[src/design/i2cmw_pkg.sv]
// Shared types and codes for the write-only I2C master engine.
// No dependencies; used by i2cmw_engine and i2c_master_write_engine_top.
`timescale 1ns / 1ps

package i2cmw_pkg;

   localparam int PHASE_W = 4;

   localparam logic [PHASE_W-1:0] PH_IDLE      = 4'd0;
   localparam logic [PHASE_W-1:0] PH_START_A   = 4'd1;
   localparam logic [PHASE_W-1:0] PH_START_B   = 4'd2;
   localparam logic [PHASE_W-1:0] PH_START_C   = 4'd3;
   localparam logic [PHASE_W-1:0] PH_BIT_LOW   = 4'd4;
   localparam logic [PHASE_W-1:0] PH_BIT_HIGH  = 4'd5;
   localparam logic [PHASE_W-1:0] PH_ACK_LOW   = 4'd6;
   localparam logic [PHASE_W-1:0] PH_ACK_HIGH  = 4'd7;
   localparam logic [PHASE_W-1:0] PH_ACK_TAIL  = 4'd8;
   localparam logic [PHASE_W-1:0] PH_WAIT_DATA = 4'd9;
   localparam logic [PHASE_W-1:0] PH_STOP_A    = 4'd10;
   localparam logic [PHASE_W-1:0] PH_STOP_B    = 4'd11;
   localparam logic [PHASE_W-1:0] PH_STOP_C    = 4'd12;

   localparam logic [1:0] CMD_BEGIN = 2'd1;
   localparam logic [1:0] CMD_DATA  = 2'd2;

   localparam logic [3:0] BYTE_BITS = 4'd8;

   localparam logic [7:0] HALF_PERIOD_RESET = 8'd3;

   localparam int          ADDR_W          = 3;
   localparam logic [0:0]  REG_HALF_PERIOD = 1'b0;

   typedef struct packed {
      logic [1:0] command;
      logic [6:0] address;
      logic [7:0] data_byte;
      logic       last;
      logic       tick;
      logic       sda_in;
   } item_type;

   typedef struct packed {
      logic scl_pull_low;
      logic sda_pull_low;
      logic ready_res;
      logic done_res;
      logic acked_ok;
   } result_type;

endpackage

[src/design/i2c_master_write_engine_top.sv]
// Requests are registered in the input register, results in the result register;
// one request per cycle unless rsp_stall blocks; the sequencer steps once per request.
// The input register doubles as a skid stage, so one request is taken while
// a result waits on a stalled rsp_ side.
// Reset (synchronous, active high) returns the bus to idle with both lines
// released, empties both stages and sets the half period to 3 ticks.
`timescale 1ns / 1ps

module i2c_master_write_engine_top (
   input  logic                          clock,
   input  logic                          reset,
   // request channel
   input  logic                          req_valid,
   output logic                          req_stall,
   input  logic [1:0]                    req_command,
   input  logic [6:0]                    req_address,
   input  logic [7:0]                    req_data_byte,
   input  logic                          req_last,
   input  logic                          req_tick,
   input  logic                          req_sda_in,
   // result channel
   output logic                          rsp_valid,
   input  logic                          rsp_stall,
   output logic                          rsp_scl_pull_low,
   output logic                          rsp_sda_pull_low,
   output logic                          rsp_ready_res,
   output logic                          rsp_done_res,
   output logic                          rsp_acked_ok,
   // register port
   input  logic                          psel,
   input  logic                          penable,
   input  logic                          pwrite,
   input  logic [i2cmw_pkg::ADDR_W-1:0]  paddr,
   input  logic [31:0]                   pwdata,
   output logic [31:0]                   prdata,
   output logic                          pready
);

   // ---------------------------------------------------------------------
   // Register file: a single half period register at byte address 0.
   // ---------------------------------------------------------------------
   logic [7:0] half_period_ff;
   logic       reg_sel_half;
   logic       reg_write;

   assign pready       = 1'b1;
   assign reg_sel_half = paddr[i2cmw_pkg::ADDR_W-1:2] == i2cmw_pkg::REG_HALF_PERIOD;
   assign reg_write    = psel & penable & pwrite & pready;

   always_ff @(posedge clock) begin
      if (reset) begin
         half_period_ff <= i2cmw_pkg::HALF_PERIOD_RESET;
      end else if (reg_write && reg_sel_half) begin
         half_period_ff <= pwdata[7:0];
      end
   end

   // Reads of unmapped addresses return zero.
   assign prdata = reg_sel_half ? {24'd0, half_period_ff} : 32'd0;

   // ---------------------------------------------------------------------
   // Input register. It holds the request while the result stage is
   // blocked, so it also serves as the skid slot.
   // ---------------------------------------------------------------------
   logic                  in_valid_ff;
   i2cmw_pkg::item_type   in_item_ff;
   logic                  req_take;
   logic                  rsp_block;
   logic                  step;
   logic                  rsp_valid_ff;

   // The result register is blocked only while it holds a result that
   // the far side is stalling.
   assign rsp_block = rsp_valid_ff & rsp_stall;
   assign step      = in_valid_ff & ~rsp_block;
   assign req_stall = in_valid_ff & rsp_block;
   assign req_take  = req_valid & ~req_stall;

   always_ff @(posedge clock) begin
      if (reset) begin
         in_valid_ff <= 1'b0;
      end else if (req_take) begin
         in_valid_ff <= 1'b1;
      end else if (step) begin
         in_valid_ff <= 1'b0;
      end
   end

   // Payload needs no reset; capture only on a taken request.
   always_ff @(posedge clock) begin
      if (req_take) begin
         in_item_ff.command   <= req_command;
         in_item_ff.address   <= req_address;
         in_item_ff.data_byte <= req_data_byte;
         in_item_ff.last      <= req_last;
         in_item_ff.tick      <= req_tick;
         in_item_ff.sda_in    <= req_sda_in;
      end
   end

   // ---------------------------------------------------------------------
   // Sequencer: advance the bus phase by one request when it moves on.
   // ---------------------------------------------------------------------
   i2cmw_pkg::result_type step_result;

   i2cmw_engine u_engine (
      .clock       (clock),
      .reset       (reset),
      .step        (step),
      .item        (in_item_ff),
      .half_period (half_period_ff),
      .result      (step_result)
   );

   // ---------------------------------------------------------------------
   // Result register: load on every step, drop valid once taken.
   // ---------------------------------------------------------------------
   i2cmw_pkg::result_type  rsp_data_ff;

   always_ff @(posedge clock) begin
      if (reset) begin
         rsp_valid_ff <= 1'b0;
      end else if (step) begin
         rsp_valid_ff <= 1'b1;
      end else if (!rsp_stall) begin
         rsp_valid_ff <= 1'b0;
      end
   end

   always_ff @(posedge clock) begin
      if (step) begin
         rsp_data_ff <= step_result;
      end
   end

   assign rsp_valid        = rsp_valid_ff;
   assign rsp_scl_pull_low = rsp_data_ff.scl_pull_low;
   assign rsp_sda_pull_low = rsp_data_ff.sda_pull_low;
   assign rsp_ready_res    = rsp_data_ff.ready_res;
   assign rsp_done_res     = rsp_data_ff.done_res;
   assign rsp_acked_ok     = rsp_data_ff.acked_ok;

endmodule

[src/design/i2cmw_engine.sv]
// Bus phase sequencer of the write-only I2C master: state registers and
// one-step next-state logic. Depends on i2cmw_pkg.
`timescale 1ns / 1ps

module i2cmw_engine (
   input  logic                   clock,
   input  logic                   reset,
   input  logic                   step,
   input  i2cmw_pkg::item_type    item,
   input  logic [7:0]             half_period,
   output i2cmw_pkg::result_type  result
);

   logic [i2cmw_pkg::PHASE_W-1:0] phase_ff, phase_in;
   logic [7:0] half_counter_ff, half_counter_in;
   logic [3:0] bit_counter_ff, bit_counter_in;
   logic [7:0] shift_ff, shift_in;
   logic       scl_ff, scl_in;
   logic       sda_ff, sda_in;
   logic       stop_ff, stop_in;
   logic       ack_ff, ack_in;
   logic       done;
   logic       ok;
   logic [8:0] count_next;
   logic       elapsed;
   logic [3:0] bit_count_inc;

   assign count_next    = {1'b0, half_counter_ff} + 9'd1;
   assign elapsed       = count_next >= {1'b0, half_period};
   assign bit_count_inc = bit_counter_ff + 4'd1;

   always_comb begin
      phase_in        = phase_ff;
      half_counter_in = half_counter_ff;
      bit_counter_in  = bit_counter_ff;
      shift_in        = shift_ff;
      scl_in          = scl_ff;
      sda_in          = sda_ff;
      stop_in         = stop_ff;
      ack_in          = ack_ff;
      done            = 1'b0;
      ok              = 1'b0;
      if (phase_ff == i2cmw_pkg::PH_IDLE) begin
         if (item.command == i2cmw_pkg::CMD_BEGIN) begin
            shift_in        = {item.address, 1'b0};
            stop_in         = item.last;
            ack_in          = 1'b1;
            sda_in          = 1'b0;
            scl_in          = 1'b0;
            half_counter_in = 8'd0;
            phase_in        = i2cmw_pkg::PH_START_A;
         end
      end else if (phase_ff == i2cmw_pkg::PH_WAIT_DATA) begin
         if (item.command == i2cmw_pkg::CMD_DATA) begin
            // load the byte and put its MSB on the bus
            stop_in         = item.last;
            bit_counter_in  = 4'd0;
            sda_in          = ~item.data_byte[7];
            shift_in        = {item.data_byte[6:0], 1'b0};
            half_counter_in = 8'd0;
            phase_in        = i2cmw_pkg::PH_BIT_LOW;
         end
      end else if (item.tick) begin
         half_counter_in = elapsed ? 8'd0 : count_next[7:0];
         if (elapsed) begin
            case (phase_ff)
               i2cmw_pkg::PH_START_A: begin
                  sda_in   = 1'b1;
                  phase_in = i2cmw_pkg::PH_START_B;
               end
               i2cmw_pkg::PH_START_B: begin
                  scl_in   = 1'b1;
                  phase_in = i2cmw_pkg::PH_START_C;
               end
               i2cmw_pkg::PH_START_C: begin
                  bit_counter_in = 4'd0;
                  sda_in         = ~shift_ff[7];
                  shift_in       = {shift_ff[6:0], 1'b0};
                  phase_in       = i2cmw_pkg::PH_BIT_LOW;
               end
               i2cmw_pkg::PH_BIT_LOW: begin
                  scl_in   = 1'b0;
                  phase_in = i2cmw_pkg::PH_BIT_HIGH;
               end
               i2cmw_pkg::PH_BIT_HIGH: begin
                  scl_in         = 1'b1;
                  bit_counter_in = bit_count_inc;
                  if (bit_count_inc < i2cmw_pkg::BYTE_BITS) begin
                     sda_in   = ~shift_ff[7];
                     shift_in = {shift_ff[6:0], 1'b0};
                     phase_in = i2cmw_pkg::PH_BIT_LOW;
                  end else begin
                     sda_in   = 1'b0;
                     phase_in = i2cmw_pkg::PH_ACK_LOW;
                  end
               end
               i2cmw_pkg::PH_ACK_LOW: begin
                  scl_in   = 1'b0;
                  phase_in = i2cmw_pkg::PH_ACK_HIGH;
               end
               i2cmw_pkg::PH_ACK_HIGH: begin
                  ack_in   = ~item.sda_in;
                  scl_in   = 1'b1;
                  phase_in = i2cmw_pkg::PH_ACK_TAIL;
               end
               i2cmw_pkg::PH_ACK_TAIL: begin
                  if (!ack_ff || stop_ff) begin
                     sda_in   = 1'b1;
                     phase_in = i2cmw_pkg::PH_STOP_A;
                  end else begin
                     phase_in = i2cmw_pkg::PH_WAIT_DATA;
                  end
               end
               i2cmw_pkg::PH_STOP_A: begin
                  scl_in   = 1'b0;
                  phase_in = i2cmw_pkg::PH_STOP_B;
               end
               i2cmw_pkg::PH_STOP_B: begin
                  sda_in   = 1'b0;
                  phase_in = i2cmw_pkg::PH_STOP_C;
               end
               i2cmw_pkg::PH_STOP_C: begin
                  done     = 1'b1;
                  ok       = ack_ff;
                  phase_in = i2cmw_pkg::PH_IDLE;
               end
               default: begin
                  phase_in = i2cmw_pkg::PH_IDLE;
                  scl_in   = 1'b0;
                  sda_in   = 1'b0;
               end
            endcase
         end
      end
   end

   always_ff @(posedge clock) begin
      if (reset) begin
         phase_ff        <= i2cmw_pkg::PH_IDLE;
         half_counter_ff <= 8'd0;
         bit_counter_ff  <= 4'd0;
         shift_ff        <= 8'd0;
         scl_ff          <= 1'b0;
         sda_ff          <= 1'b0;
         stop_ff         <= 1'b0;
         ack_ff          <= 1'b0;
      end else if (step) begin
         phase_ff        <= phase_in;
         half_counter_ff <= half_counter_in;
         bit_counter_ff  <= bit_counter_in;
         shift_ff        <= shift_in;
         scl_ff          <= scl_in;
         sda_ff          <= sda_in;
         stop_ff         <= stop_in;
         ack_ff          <= ack_in;
      end
   end

   assign result.scl_pull_low = scl_in;
   assign result.sda_pull_low = sda_in;
   assign result.ready_res    = (phase_in == i2cmw_pkg::PH_IDLE) ||
                                (phase_in == i2cmw_pkg::PH_WAIT_DATA);
   assign result.done_res     = done;
   assign result.acked_ok     = done & ok;

endmodule
[config.mk]
export PLATFORM = sky130hd
export DESIGN_NAME = i2c_master_write_engine_top
export DESIGN_NICKNAME = d
export VERILOG_FILES = /design/src/design/i2cmw_pkg.sv /design/src/design/i2c_master_write_engine_top.sv /design/src/design/i2cmw_engine.sv
export SDC_FILE = /design/constraint.sdc
export NUM_CORES = 1
export LEC_CHECK = 0
export BUFFER_PORTS_ARGS = -buffer_cell sky130_fd_sc_hd__buf_2
export CAP_MARGIN = 0
export CORE_MARGIN = 2
export CORE_UTILIZATION = 40
export CTS_BUF_LIST = sky130_fd_sc_hd__clkbuf_8
export DETAILED_ROUTE_END_ITERATION = 10
export PLACE_DENSITY = 0.67
export SLEW_MARGIN = 15
export SYNTH_ARGS = -nofsm -noshare
export SYNTH_HDL_FRONTEND = slang
export SYNTH_SLANG_ARGS = --single-unit
export TNS_END_PERCENT = 50
[constraint.sdc]
create_clock -name clock -period 3.18 [get_ports clock]
set_input_delay 0 -clock clock [delete_from_list [all_inputs] [get_ports clock]]
set_output_delay 0 -clock clock [all_outputs]
set_load 0.01 [all_outputs]
==> results of run 1 <==
-- cell type report --
| class | instances | share of cell area [%] |
|---|---|---|
| Inverter | 12 | 1.03 |
| Timing Repair Buffer | 96 | 15.5 |
| Sequential cell | 62 | 34.2 |
| Clock inverter | 6 | 0.717 |
| Multi-Input combinational cell | 293 | 42.3 |
| Tap cell | 108 | 3.10 |
| Clock buffer | 10 | 3.16 |
-- power groups by stage --
stage | combinational, mW | clock (mW) | sequential (mW)
after CTS | 0.239 | 0.616 | 0.872
after floorplan | 0.162 | 0 | 0.888
after detailed placement | 0.210 | 0 | 0.890
after global routing | 0.275 | 0.654 | 0.875
after global placement | 0.208 | 0 | 0.889
final | 0.250 | 0.598 | 0.873
-- flip-flops by register name, indices dropped and copies added, names as in the netlist, 4 cells and up --
signal	flops
half_period_ff	8
in_item_ff	20
u_engine.bit_counter_ff	4
u_engine.half_counter_ff	8
u_engine.phase_ff	4
u_engine.shift_ff	7
-- per-stage QoR --
stage	power (mW)	std cells
after CTS	1.73	587
after global placement	1.10	541
final	1.72	587
after floorplan	1.05	412
after detailed placement	1.10	541
after global routing	1.80	587
-- worst max path at each step --
stage	to	slack (ns)	cells past startpoint
after CTS	rsp_ready_res	0.005	10
after floorplan	rsp_ready_res	0.10	11
after global placement	u_engine.shift_ff[3]	0.04	11
after detailed placement	u_engine.shift_ff[1]	-0.01	11
after global routing	rsp_ready_res	-0.03	11
final	rsp_ready_res	0.11	11
-- logic make-up after synthesis --
group,share of synthesized area (%)
AND/OR/NAND/NOR,20.2
other,0.214
AO/OA/AOI/OAI,20.9
XOR/XNOR,2.00
buffers and inverters,9.23
flip-flops,42.5
adder cells (fa/ha/maj),3.56
multiplexers,1.46
-- layout by cell type (no fill, tap or decap), drive strengths merged, types with 5 or more instances in the layout --
master / instances
buf: 66
and3: 5
a222oi: 6
clkbuf: 10
nor4: 5
conb: 25
a31oi: 6
dlygate4sd3: 30
nand2: 43
o211ai: 6
or4: 5
nand2b: 8
clkinv: 5
ha: 10
nor2b: 10
edfxtp: 25
nor2: 23
or3: 7
inv: 13
dfxtp: 37
a21oi: 28
o21ai: 25
xnor2: 6
nand3: 13
-- layer usage --
metal | wire (microns) | vias up | GRT usage (%) | share of wire, %
met5 | 0 | - | 0 | 0
met4 | 47 | 0 | 6.20 | 0.55
met3 | 652 | 7 | 3.88 | 7.7
met2 | 4120 | 128 | 29.3 | 48
met1 | 3700 | 1450 | 24.7 | 43
li1 | - | 1551 | - | -
-- what timing repair did --
item / 4_1_cts / 5_1_grt
hold buffers: 30 / 0
setup endpoints to repair: 7 / 24
endpoints found under the hold margin: 30 / 0
gates resized for setup: 1 / 15
buffers inserted: 0 / 0
pin swaps: 0 / 2
==> flow_summary.ini, run 1 <==
[status]
status = completed

[final_layout]
design_area_sq_mm = 0.00436
seqCellArea_sq_mm = 0.00149
nets = 546
n_fill_cell = 802
multi_input_area_sq_mm = 0.00184
final_core_util_pct = 50.5
antenna_cells = 0
drive_above_1_share_pct = 21.3
syn_to_final_growth_pct = 24.2

[die]
fp.dieH_microns = 97.7
die_x_microns = 97.7
fp.dieArea_sq_mm = 0.00954
num_rows = 34
io_pins = 102
initial_core_util_pct = 40.7
core_area_sq_mm = 0.00864

[logic_synthesis]
ys.flop_type = dfxtp_1
synth_edf_count = 25
synth_top_area_share_pct = 21.4
ys_seq_area_share_pct = 42.5
synth_commonest_cells = nand2_1, dfxtp_1, a21oi_1
yosys.area.top_type = edfxtp_1
synth_area_leaders = edfxtp_1, dfxtp_1, buf_4
synth_cell_types = 61
syn_inst = 389
synth.avg_cell_area_sq_um = 9.03
ys_warn_count = 0
syn_area_sq_mm = 0.00351
synth_most_common_cell = nand2_1
ys_ff_latch = 62
synth-async-reset-ratio_pct = 0

[critical_path]
cp_max_fo = 4
critPathRequiredTime_ns = 3.27
critPathArrivalTime_ns = 3.16
path_buf_inv = 0
r2r_slack_ns = 0.11
reg2reg_to = rsp_ready_res
slowest_stage = or4_4
start_kind = register
worst_path_most_repeated_cell = and3_1
worstRegToRegCells = 11
worstSetupStartpoint = u_engine.half_counter_ff[4]
cpPeakStageDelay_ns = 0.55
crit_chain = and3_1, nand3_2, and2_1, or2_2, ha_1, and3_1, and3_2, a211oi_4, or4_4, a221oi_1, a211oi_2
critPathKind = register to register
cp_top_family = simple AND/OR/NAND/NOR gates
rr_startpoint = u_engine.half_counter_ff[4]
end_kind = register

[worst_hold_path]
hp-start = reset
worstHoldPathCells = 2
hold_end = u_engine.stop_ff
min_path_type = primary input to register

[detailed_routing]
drtPass1Iterations = 4
antenna_left = 0
drc = 0
drt_iter0_markers = 234
route.vias.total = 3136
routedWlPerCell_microns = 14.5
avgViaCountPerCell = 5.34
wl_mm = 8.52

[global_route]
grt_usage_pct = 18.3
first_global_vias = 3032
grt_max_degree = 31
grt_overflow = 0
antenna_found_initial = 0
grt_pass1_wl_mm = 14.3

[timing]
max-slew-margin-rel_pct = 38.0
fmax_mhz = 326
setup_viol = 0
fin_ws_ns = 0.113
report.final.slew_viol_count = 0
tns_ns = 0
worst_slew_pin_slew_ns = 0.926
whs_ns = 0.157
finalHoldViolCount = 0
fin_worst_skew_ns = 0.0137
period_share_pct = 96.4
period_needed_ns = 3.07

[clock_tree]
clock_path_buffers = 2
cts_tree = yes
clock_sinks = 62
cts_root_buffer = clkbuf_8
clk_pin_slew_worst_paths_ns = 0.08
cts_buffers = 9
htree_levels = 3
clk_latency_ns = 0.35

[place]
hpwl_mm = 5.71
placed_area_sq_mm = 0.00383
dp_slack_ns = -0.0109
io_buffers = 50
routabilityCongestion = 0.922

[pwr]
power.density_mw_per_mm2 = 395
swShare_pct = 26.7
p_int_mw = 1.26
p_switching_mw = 0.460
clkPwrFrac_pct = 34.8
pwr-share-seq_pct = 50.7
ir_worst_vdd_v = 0.000328
power_frac_comb_pct = 14.6
p_leak_nw = 1.72

[run]
drv_cap = 0
No activity file was read; power rests on OpenSTA's default activity.
==> inputs of run 2 (changes only) <==
--- a/config.mk
+++ b/config.mk
@@ -7,11 +7,13 @@
 export LEC_CHECK = 0
 export BUFFER_PORTS_ARGS = -buffer_cell sky130_fd_sc_hd__buf_2
 export CAP_MARGIN = 0
+export CELL_PAD_IN_SITES_DETAIL_PLACEMENT = 1
+export CELL_PAD_IN_SITES_GLOBAL_PLACEMENT = 2
 export CORE_MARGIN = 2
-export CORE_UTILIZATION = 40
+export CORE_UTILIZATION = 28
 export CTS_BUF_LIST = sky130_fd_sc_hd__clkbuf_8
 export DETAILED_ROUTE_END_ITERATION = 10
-export PLACE_DENSITY = 0.67
+export PLACE_DENSITY_LB_ADDON = 0.1
 export SLEW_MARGIN = 15
 export SYNTH_ARGS = -nofsm -noshare
 export SYNTH_HDL_FRONTEND = slang
==> run 2 against run 1 <==
Register-to-register slack gained 0.02 ns. Via count is 3.6% higher. Sequential power is essentially flat. Clock skew down 0.0034 ns. Utilization down 13 points. Global-route usage decreased by 2.2 points. First-iteration DRC count is 46% lower. Die area is 41% higher. Flip-flop and latch count unchanged.
==> flow_summary.ini, run 2 (synthesis results as in run 1) <==
[status]
status = completed

[final_layout]
final_cell_mix = buf_2, nand2_1, dfxtp_1
largest_register = in_item_ff
antenna_cells = 0
largest_register_ffs = 20
syn_to_final_growth_pct = 30.3
reg_top3 = in_item_ff x20, half_period_ff x8, u_engine.half_counter_ff x8
nets = 560
final_common_cell = buf_2
drive_above_1_share_pct = 24.5

[die]
fp.dieArea_sq_mm = 0.0135
core_area_sq_mm = 0.0121
fp.dieH_microns = 116
num_rows = 40
initial_core_util_pct = 29.0
die_x_microns = 116
io_pins = 102

[clock_tree]
clock_path_buffers = 2
htree_levels = 3
clk_latency_ns = 0.37
clock_sinks = 62
cts_root_buffer = clkbuf_8
cts_tree = yes
post-cts-setup-buffer-count = 0
cts_buffers = 9
clk_pin_slew_worst_paths_ns = 0.08

[timing]
finalHoldViolCount = 0
setup_viol = 0
fin_ws_ns = 0.134
report.final.slew_viol_count = 0
whs_ns = 0.142
period_needed_ns = 3.05
fmax_mhz = 328
period_share_pct = 95.8
fin_worst_skew_ns = 0.0103
worst_slew_pin_slew_ns = 0.925
max-slew-margin-rel_pct = 38.0

[pwr]
p_switching_mw = 0.530
ir_worst_vdd_v = 0.000224
p_leak_nw = 1.79
power.density_mw_per_mm2 = 392
pwr-share-seq_pct = 48.8
swShare_pct = 29.5
power_frac_comb_pct = 14.8
clkPwrFrac_pct = 36.4
p_int_mw = 1.26

[critical_path]
worstRegToRegCells = 13
cpPeakStageDelay_ns = 0.36
critPathRequiredTime_ns = 3.48
start_kind = register
cp_max_fo = 14
r2r_slack_ns = 0.13
crit_chain = and3_4, nand3_2, and2_4, or2_2, ha_1, and3_1, a221o_1, a211oi_4, buf_4, a211o_1, buf_12, or3_1, a21oi_2
slowest_stage = or3_1
critPathKind = register to register
critPathArrivalTime_ns = 3.35
end_kind = register

[detailed_routing]
drtPass1Iterations = 4
route.vias.total = 3248
drt_iter0_markers = 127
routedWlPerCell_microns = 15.8
antenna_left = 0
wl_mm = 10.5
drc = 0
avgViaCountPerCell = 4.91

[worst_hold_path]
worstHoldPathCells = 3
min_path_type = primary input to register

[global_route]
grt_pass1_wl_mm = 16.3
antenna_found_initial = 0
grt_max_degree = 30
grt_overflow = 0
first_global_vias = 3165
grt_usage_pct = 16.1

[place]
hpwl_mm = 7.45
dp_slack_ns = -0.0307
io_buffers = 50
routabilityCongestion = 0.821

[run]
drv_cap = 0
run 2: cell count changes in the layout (fill, tap and decap cells not counted), moves of 2 or more:
cell / previous run / this run
inv_1: 13 / 11
buf_4: 15 / 29
inv_6: 0 / 4
and3_4: 0 / 2
run 2: worst max-delay path: cells and delay by family, from the launching register on:
family / cells / cell delay [ns]
fa+ha+maj: 1 / 0.27
compound gates: 4 / 0.75
buf+inv: 2 / 0.32
flops: 1 / 0.35
simple gates: 6 / 1.28
run 2: cell type report:
type / count / area, sq um
Multi-Input combinational cell: 293 / 1860
Clock inverter: 7 / 52.6
Timing Repair Buffer: 110 / 788
Sequential cell: 62 / 1490
Clock buffer: 9 / 124
Tap cell: 168 / 210
Inverter: 12 / 45.0
Fill cell: 1446 / 7540
run 2: routing by layer:
metal | track usage, % | wire length [microns] | vias up
met5 | 0 | 0 | -
met4 | 7.22 | 174 | 0
met3 | 3.14 | 401 | 14
met2 | 26.3 | 5010 | 87
met1 | 20.7 | 4870 | 1561
li1 | - | - | 1586
run 2: metrics by stage:
step	setup TNS [ns]	util, %	std cells	area [sq um]	total power [mW]
after floorplan	0	-	412	3600	1.05
after global placement	0	33.2	615	4030	1.12
after detailed placement	-0.0307	33.2	615	4030	1.12
after CTS	0	37.2	661	4510	1.83
after global routing	-0.0386	37.8	661	4570	1.89
final	0	37.8	661	4570	1.79
run 2: worst paths after layout:
| check | from | end |
|---|---|---|
| max | u_engine.half_counter_ff[4] | u_engine.shift_ff[5] |
| min | reset | u_engine.stop_ff |
| max reg2reg | u_engine.half_counter_ff[4] | u_engine.shift_ff[5] |
| min reg2reg | in_item_ff[0] | u_engine.ack_ff |
run 2: power groups by stage:
stage                     clock network [mW]  logic [mW]  registers, mW
after global placement                     0       0.229          0.893
after floorplan                            0       0.162          0.888
after CTS                              0.689       0.261          0.876
after global routing                   0.719       0.295          0.879
final                                  0.654       0.265          0.876
after detailed placement                   0       0.231          0.894
run 2: timing repair:
| action | CTS | global route |
|---|---|---|
| endpoints found under the hold margin | 30 | 0 |
| hold buffers | 30 | 0 |
| pin swaps | 0 | 6 |
| resized for setup | 2 | 15 |
| endpoints found under the setup margin | 1 | 22 |
==> inputs of run 3 (changes only) <==
==> constraint.sdc (replaced) <==
create_clock -name clock -period 3.18 [get_ports clock]
set_input_delay 0.636 -clock clock [delete_from_list [all_inputs] [get_ports clock]]
set_output_delay 0.636 -clock clock [all_outputs]
set_load 0.01 [all_outputs]
==> run 3 against run 2 <==
Combinational power shrank 8.3%. Final area down 4.2%. Sequential power is essentially flat. Register-to-register slack lost 0.03 ns. Non-clock buffer count is 24 lower. Hold slack improved by 0.29 ns. Sequential share of layout area is 1.5 points higher. Total power rose by 6.8%. Highest routed layer unchanged.
==> flow_summary.ini, run 3 (synthesis results as in run 1) <==
[critical_path]
worstRegToRegCells = 12
reg2reg_to = rsp_ready_res
critPathRequiredTime_ns = 3.29
rr_startpoint = u_engine.half_counter_ff[4]
worst_path_most_repeated_cell = and3_4
crit_chain = and3_4, nand3_4, and2_4, or2_2, ha_1, and3_4, a221o_1, a211oi_4, buf_4, or4_4, a221oi_2, a211oi_2
cp_max_fo = 5
worstSetupStartpoint = u_engine.half_counter_ff[4]
cpPeakStageDelay_ns = 0.53
critPathArrivalTime_ns = 3.19
start_kind = register
slowest_stage = or4_4
critPathKind = register to register
r2r_slack_ns = 0.11
end_kind = register

[clock_tree]
clk_latency_ns = 0.37
htree_levels = 3
clock_path_buffers = 2
clock_sinks = 62
cts_buffers = 9
clk_pin_slew_worst_paths_ns = 0.07
cts_tree = yes
cts_root_buffer = clkbuf_8

[die]
fp.dieArea_sq_mm = 0.0135
initial_core_util_pct = 29.0
die_x_microns = 116
core_area_sq_mm = 0.0121
num_rows = 40
io_pins = 102
fp.dieH_microns = 116

[final_layout]
reg_top3 = in_item_ff x20, half_period_ff x8, u_engine.half_counter_ff x8
largest_register = in_item_ff
design_area_sq_mm = 0.00438
seqCellArea_sq_mm = 0.00150
final_core_util_pct = 36.2
nets = 536
antenna_cells = 0
final_cell_mix = buf_2, nand2_1, buf_4
syn_to_final_growth_pct = 24.8
largest_register_ffs = 20
instances_no_fill = 637
n_fill_cell = 1455
drive_above_1_share_pct = 27.5
multi_input_area_sq_mm = 0.00186
final_common_cell = buf_2

[status]
status = completed

[global_route]
grt_pass1_wl_mm = 16.5
grt_max_degree = 30
grt_util_met2_pct = 27.1
grt_usage_pct = 16.3
grt.busiest_layer = met2
antenna_found_initial = 0
first_global_vias = 3135
grt.met3_usage_pct = 2.93
grt_overflow = 0
use_met1_pct = 21.0

[timing]
max-slew-margin-rel_pct = 60.7
finalHoldViolCount = 0
fmax_mhz = 325
period_share_pct = 96.6
period_needed_ns = 3.07
fin_worst_skew_ns = 0.00749
report.final.slew_viol_count = 0
worst_slew_pin_slew_ns = 0.585
rsz0062_at_grt = true
setup_viol = 0

[pwr]
power.density_mw_per_mm2 = 437
ir_worst_vdd_v = 0.000213
p_leak_nw = 1.72

[detailed_routing]
drc = 0
drtPass1Iterations = 4
routedWlPerCell_microns = 16.1
route.vias.total = 3091
drt_iter0_markers = 135
avgViaCountPerCell = 4.85
antenna_left = 0
wl_mm = 10.2

[worst_hold_path]
min_path_type = register to register
hold_end = u_engine.ack_ff
hp-start = in_item_ff[0]
worstHoldPathCells = 1

[place]
placed_area_sq_mm = 0.00408
placedCellCount = 620
hpwl_mm = 7.46
io_buffers = 50
routabilityCongestion = 0.834

[run]
drv_cap = 0
-- run 3: cell types whose count changed in the layout (fill, tap and decap cells not counted), sizes merged --
cell,delta
buf,+6
bufinv,+2
dlygate4sd3,-30
inv,-2
-- run 3: timing repair --
item	CTS	global route
buffers inserted	0	1
gates resized for setup	8	13
endpoints found under the setup margin	5	25
pin swaps	2	3
hold endpoints to repair	0	0
hold buffers	0	0
-- run 3: how the worst max path moves through the flow --
stage / endpoint / slack, ns / depth (start not counted)
2_1_floorplan: rsp_ready_res / 0.10 / 11
3_3_place_gp: rsp_ready_res / -0.06 / 11
3_5_place_dp: rsp_ready_res / -0.08 / 12
4_1_cts: rsp_ready_res / 0.01 / 12
5_1_grt: rsp_ready_res / -0.004 / 12
6_report: rsp_ready_res / 0.11 / 12
-- run 3: layer usage --
metal	routed length (microns)	vias to the layer above
met5	0	-
li1	-	1529
met3	326	11
met2	4870	55
met1	4870	1496
met4	164	0
-- run 3: stage by stage --
step	total power, mW	setup TNS, ns	setup slack, ns	hold slack, ns
finish	1.92	0	0.108	0.434
global route	2.00	-0.00371	-0.00371	0.425
CTS	1.95	0	0.0114	0.421
detailed placement	1.13	-0.115	-0.0803	0.432
global placement	1.13	-0.0550	-0.0550	0.430
floorplan	1.05	0	0.101	0.417
-- run 3: critical path: cells and delay by family (launching register included) --
kind                       cells  cell delay, ns
and+or+nand+nor                6            1.42
AOI/OAI and AO/OA              4            0.62
adders and majority gates      1            0.27
DFF                            1            0.33
buffers and inverters          1            0.17
-- run 3: final cells by class --
cell class / instances / share of cell area, %
clock inverter: 7 / 2.23
tap: 168 / 4.80
clock buffer: 9 / 2.83
inverter: 12 / 1.03
multi-input combinational: 293 / 42.5
timing repair buffer: 86 / 12.5
sequential: 62 / 34.2
-- run 3: power breakdown --
| group | switching (mW) | total (mW) | internal (mW) |
|---|---|---|---|
| clock | 0.357 | 0.800 | 0.443 |
| sequential | 0.0162 | 0.873 | 0.857 |
| combinational | 0.148 | 0.243 | 0.0958 |
